## src/hdl/wfa_ram.sv

```systemverilog
// ---------------------------------------------------------------------------
// wfa_ram
// Single-port-write, single-port-read RAM with a registered read.
// ---------------------------------------------------------------------------
module wfa_ram #(
  parameter int WIDTH = 8,
  parameter int DEPTH = 16
) (
  input  logic                     clk,
  input  logic                     we,
  input  logic [$clog2(DEPTH)-1:0] waddr,
  input  logic [WIDTH-1:0]         wdata,
  input  logic [$clog2(DEPTH)-1:0] raddr,
  output logic [WIDTH-1:0]         rdata
);
  logic [WIDTH-1:0] mem [DEPTH];

  always_ff @(posedge clk) begin
    if (we) begin
      mem[waddr] <= wdata;
    end
    rdata <= mem[raddr];
  end
endmodule

```

## config.mk

```make
export PLATFORM = sky130hd
export DESIGN_NAME = wfa_ram
export DESIGN_NICKNAME = d
export VERILOG_FILES = /design/src/hdl/wfa_ram.sv
export SDC_FILE = /design/constraint.sdc
export NUM_CORES = 1
export LEC_CHECK = 0
export BUFFER_PORTS_ARGS = -buffer_cell sky130_fd_sc_hd__buf_2
export CORE_AREA = 2 2 119 86
export DETAILED_ROUTE_END_ITERATION = 10
export DIE_AREA = 0 0 121 88
export PLACE_DENSITY = 0.7
export SLEW_MARGIN = 40
export SYNTH_ARGS = -nofsm -noshare
export SYNTH_HDL_FRONTEND = slang
export SYNTH_SLANG_ARGS = --single-unit
```

## constraint.sdc

```tcl
create_clock -name clk -period 2.4 [get_ports clk]
set_clock_uncertainty 0.1 [all_clocks]
set_input_delay 0.48 -clock clk [delete_from_list [all_inputs] [get_ports clk]]
set_output_delay 0.48 -clock clk [all_outputs]
set_load 0.05 [all_outputs]
```

# == Yosys cells after proc, flatten, opt, wreduce, memory -nomap -nowiden ==
# Memory sizes are Yosys's and may differ from the RTL's. A register that Yosys moved wholly into a read port is not among the register bits.
# Index checks and enable logic that the tools add are counted.
# word_totals
ram_bits,128
n_memories,1
out_inout_bits,8
latchBits,0
ff_bits,0
mem_bits_ro,0
elab_cells,3
# mem_list
name,words,width,rd,rd_clocked_by_memory_dff,write_ports,line_no,source
mem,16,8,1,1,1,16,logic [WIDTH-1:0] mem [DEPTH];
# classes
n_lt_le_gt_ge,0
reduce_logical,0
n_mux,2
n_shift,0
n_addsub,0
n_bitwise,0
div,0
n_eq_ne,0
n_mul,0
# ops
operator,n
$mux W1,2

# == Depth between registers and ports, before layout ==
# logic_depth
word_depth,2
ltp_mapped,5
ltp_nobuf,3

# == Least setup slack after synthesis ==
# OpenSTA, ideal clock, no wires.
# synth_timing
kind,in2reg
from,input port waddr[2]
to,"memory mem[0][0], enable pin"
cell_stages,2
arrival_ns,1.590
setup_slack_ns,0.327
n_path_buf,0
path_cell_list,or3b_2 -> nor3_1
# synth_lines
element,line_no,source
"start, declared",11,"input logic [$clog2(DEPTH)-1:0] waddr,"
"end, declared",16,
# No word-level cell before the write port.

# == Worst setup path after layout ==
# layout_timing
from,register rdata[5] (read register of mem)
to,output port rdata[5]
# layout_lines
element,line_no,source
"start, declared",14,output logic [WIDTH-1:0] rdata
# No word-level cell between the ends.

==> impl_metrics.py <==
metrics = {
    "yosys": {
        "synth-compound-area-share": 0.0233,
        "ys_seq_elements": 136,
        "netlist_area_um2": 5150,
        "synth-xor-area-share": 0,
        "synth_top_family_by_area": "multiplexers",
        "synthCells": 229,
        "synthDistinctLibCells": 19,
        "syn-num-nets": 247,
        "synth_simple_gate_area_frac": 0.0318,
        "synthMuxAreaShare": 0.150,
        "synthArstFlopShare": 0,
        "avgSynthCellArea_um2": 22.5,
        "yosys_warnings": 0,
        "ys_seq_area_frac": 0.778,
        "synth_enable_flop_cells": 128,
        "synth_flop_cell": "edfxtp_1",
        "synthAdderAreaFrac": 0,
    },
    "placement": {
        "pre_cts_ws_ns": 0.347,
        "place_congestion": 0.746,
        "place_inst": 393,
        "port-buffer-count": 25,
        "dp_hpwl_um": 6130,
    },
    "cells_and_area": {
        "final_cell_mix": "128 x edfxtp_1, 25 x buf_2, 20 x buf_4, 18 x mux4_2, 17 x clkbuf_16",
        "final_common_cell": "edfxtp_1",
        "stdcell_count": 424,
        "fill_cells": 629,
        "syn_to_final_growth_pct": 17.8,
        "layout.nets": 302,
        "antennaDiodeCount": 0,
        "utilization": 0.639,
        "drive_gt1_frac": 0.314,
    },
    "min_path": {
        "hp-start": "wdata[0]",
        "hold_path_class": "input port to flop",
        "whs_path_depth": 1,
    },
    "sta": {
        "slew_violations": 0,
        "finalCritPeriodShare": 0.677,
        "relSlewSlack": 0.643,
        "max_slew.worst_pin.slew_ns": 0.531,
        "fin_crit_ns": 1.62,
        "worst_slack_ns": 0.776,
        "fmax_mhz": 616,
        "hold_viol": 0,
        "rsz0062_at_grt": "no",
        "setup_viol": 0,
        "setup_tns_ns": 0,
    },
    "floorplanning": {
        "pin_count": 26,
        "die_h_um": 88,
        "core-area_um2": 9500,
        "die_x_um": 121,
        "initial_core_util": 0.542,
        "dieArea_um2": 10600,
        "rows": 30,
    },
    "setup_path": {
        "critPathKind": "flop to output port",
        "path_delay_family": "flip-flops",
        "critPathLaunchType": "flop",
        "crit_slowest_cell": "dfxtp_1",
        "r2r_start": "mem[9][4]$_DFFE_PP_",
        "arrival_ns": 1.04,
        "cp-end-kind": "output port",
        "reg2reg_depth": 3,
        "path_buf_inv": 1,
        "cp_cell_sequence": "buf_2",
        "startpoint": "rdata[5]$_DFF_P_",
        "crit_fanout": 1,
        "max_stage_delay_ns": 0.36,
        "crit_required_ns": 1.82,
        "path_depth": 1,
    },
    "routing": {
        "wl_per_cell_um": 22.1,
        "num_vias": 2393,
        "ant_nets": 0,
        "drtIter0Drc": 227,
        "drt_first_pass_iters": 4,
        "routed_via_density": 5.64,
        "drc": 0,
        "drt_wl_total_um": 9350,
    },
    "clock_network": {
        "clkSinkCount": 136,
        "cts_buffers": 17,
        "cts_tree": "done",
        "cts-htree-levels": 4,
        "post_cts_buffers": 0,
        "clockBufferDepth": 2,
        "clock_latency_ns": 0.41,
        "cts.clk_slew.worst_paths_ns": 0.05,
        "ctsResizeCount": 0,
        "postCtsHoldBufs": 0,
        "root_buffer": "clkbuf_16",
    },
    "pwr": {
        "power.density_nw_per_um2": 879,
        "total_power_uw": 5330,
        "power.leakage_uw": 0.00208,
        "vdd_drop_max_mv": 0.492,
    },
    "status": {
        "run_status": "finished clean",
    },
    "grt": {
        "grt_util_all_layers": 0.204,
        "grt_pass1_vias": 2479,
        "grt-ovfl-total": 0,
        "grt_max_degree": 33,
        "antenna_found_initial": 0,
        "grt_first_pass_wirelength_um": 14800,
    },
    "job": {
        "cap_violations": 0,
    },
}
==> cell usage after synthesis (2+ instances only) <==
cell type	count	area share
nor3_1	4	0.0039
edfxtp_1	128	0.75
buf_2	3	0.0029
mux4_1	14	0.071
mux4_2	18	0.079
dfxtp_1	8	0.031
clkdlybuf4s25_2	3	0.0058
nand2b_1	2	0.0024
nor2_1	13	0.0095
nand3b_1	2	0.0029
a22oi_1	16	0.023
nand2_1	9	0.0066
buf_6	3	0.0066
==> metrics by stage <==
step | cell area [µm²] | hold WS (ns)
2_1_floorplan | 5150 | 0.479
3_5_place_dp | 5520 | 0.560
3_3_place_gp | 5520 | 0.556
5_1_grt | 6070 | 0.357
4_1_cts | 6070 | 0.349
6_report | 6070 | 0.362
==> path summary, 6_finish.rpt <==
path / slack [ns] / endpoint
max: 0.78 / rdata[5]
min: 0.36 / mem[14][0]$_DFFE_PP_
max reg2reg: 0.94 / rdata[4]$_DFF_P_
min reg2reg: 0.57 / rdata[3]$_DFF_P_
==> report_power, final <==
group | internal (µW) | switching (µW) | leakage, µW
Clock | 1490 | 879 | 0.000273
Combinational | 107 | 186 | 0.000586
Sequential | 2660 | 16.4 | 0.00122
==> worst reg2reg max path, cell delays in order (launching register included) <==
cell and delay [ns]:
edfxtp_1 0.37, mux4_1 0.53, a22oi_1 0.27, nand2_1 0.07
==> sequential cells by signal (all words and copies together) (netlist names) <==
signal and count:
mem 128, rdata 8
==> metal layers <==
layer,GRT usage,wire length (µm),up-vias
met1,0.301,4430,1236
met5,0,0,-
met4,0.0571,48,0
met2,0.291,4270,69
met3,0.0723,604,5
li1,-,-,1083
==> kinds of logic (layout without fill, tap and decap cells) <==
group / after synthesis / after routing
AO/OA/AOI/OAI: 16 / 16
buffers and inverters: 10 / 77
flip-flops: 136 / 136
multiplexers: 32 / 32
AND/OR/NAND/NOR: 35 / 35
==> final cells by class <==
cell class	instances	area [µm²]	area share
flip-flops and latches	136	4000	0.660
well taps	128	160	0.0264
clock inverters	9	75.1	0.0124
repair buffers	46	295	0.0487
clock buffers	22	474	0.0782
multi-input cells	83	1060	0.174
Power figures use the tool's default switching activity.
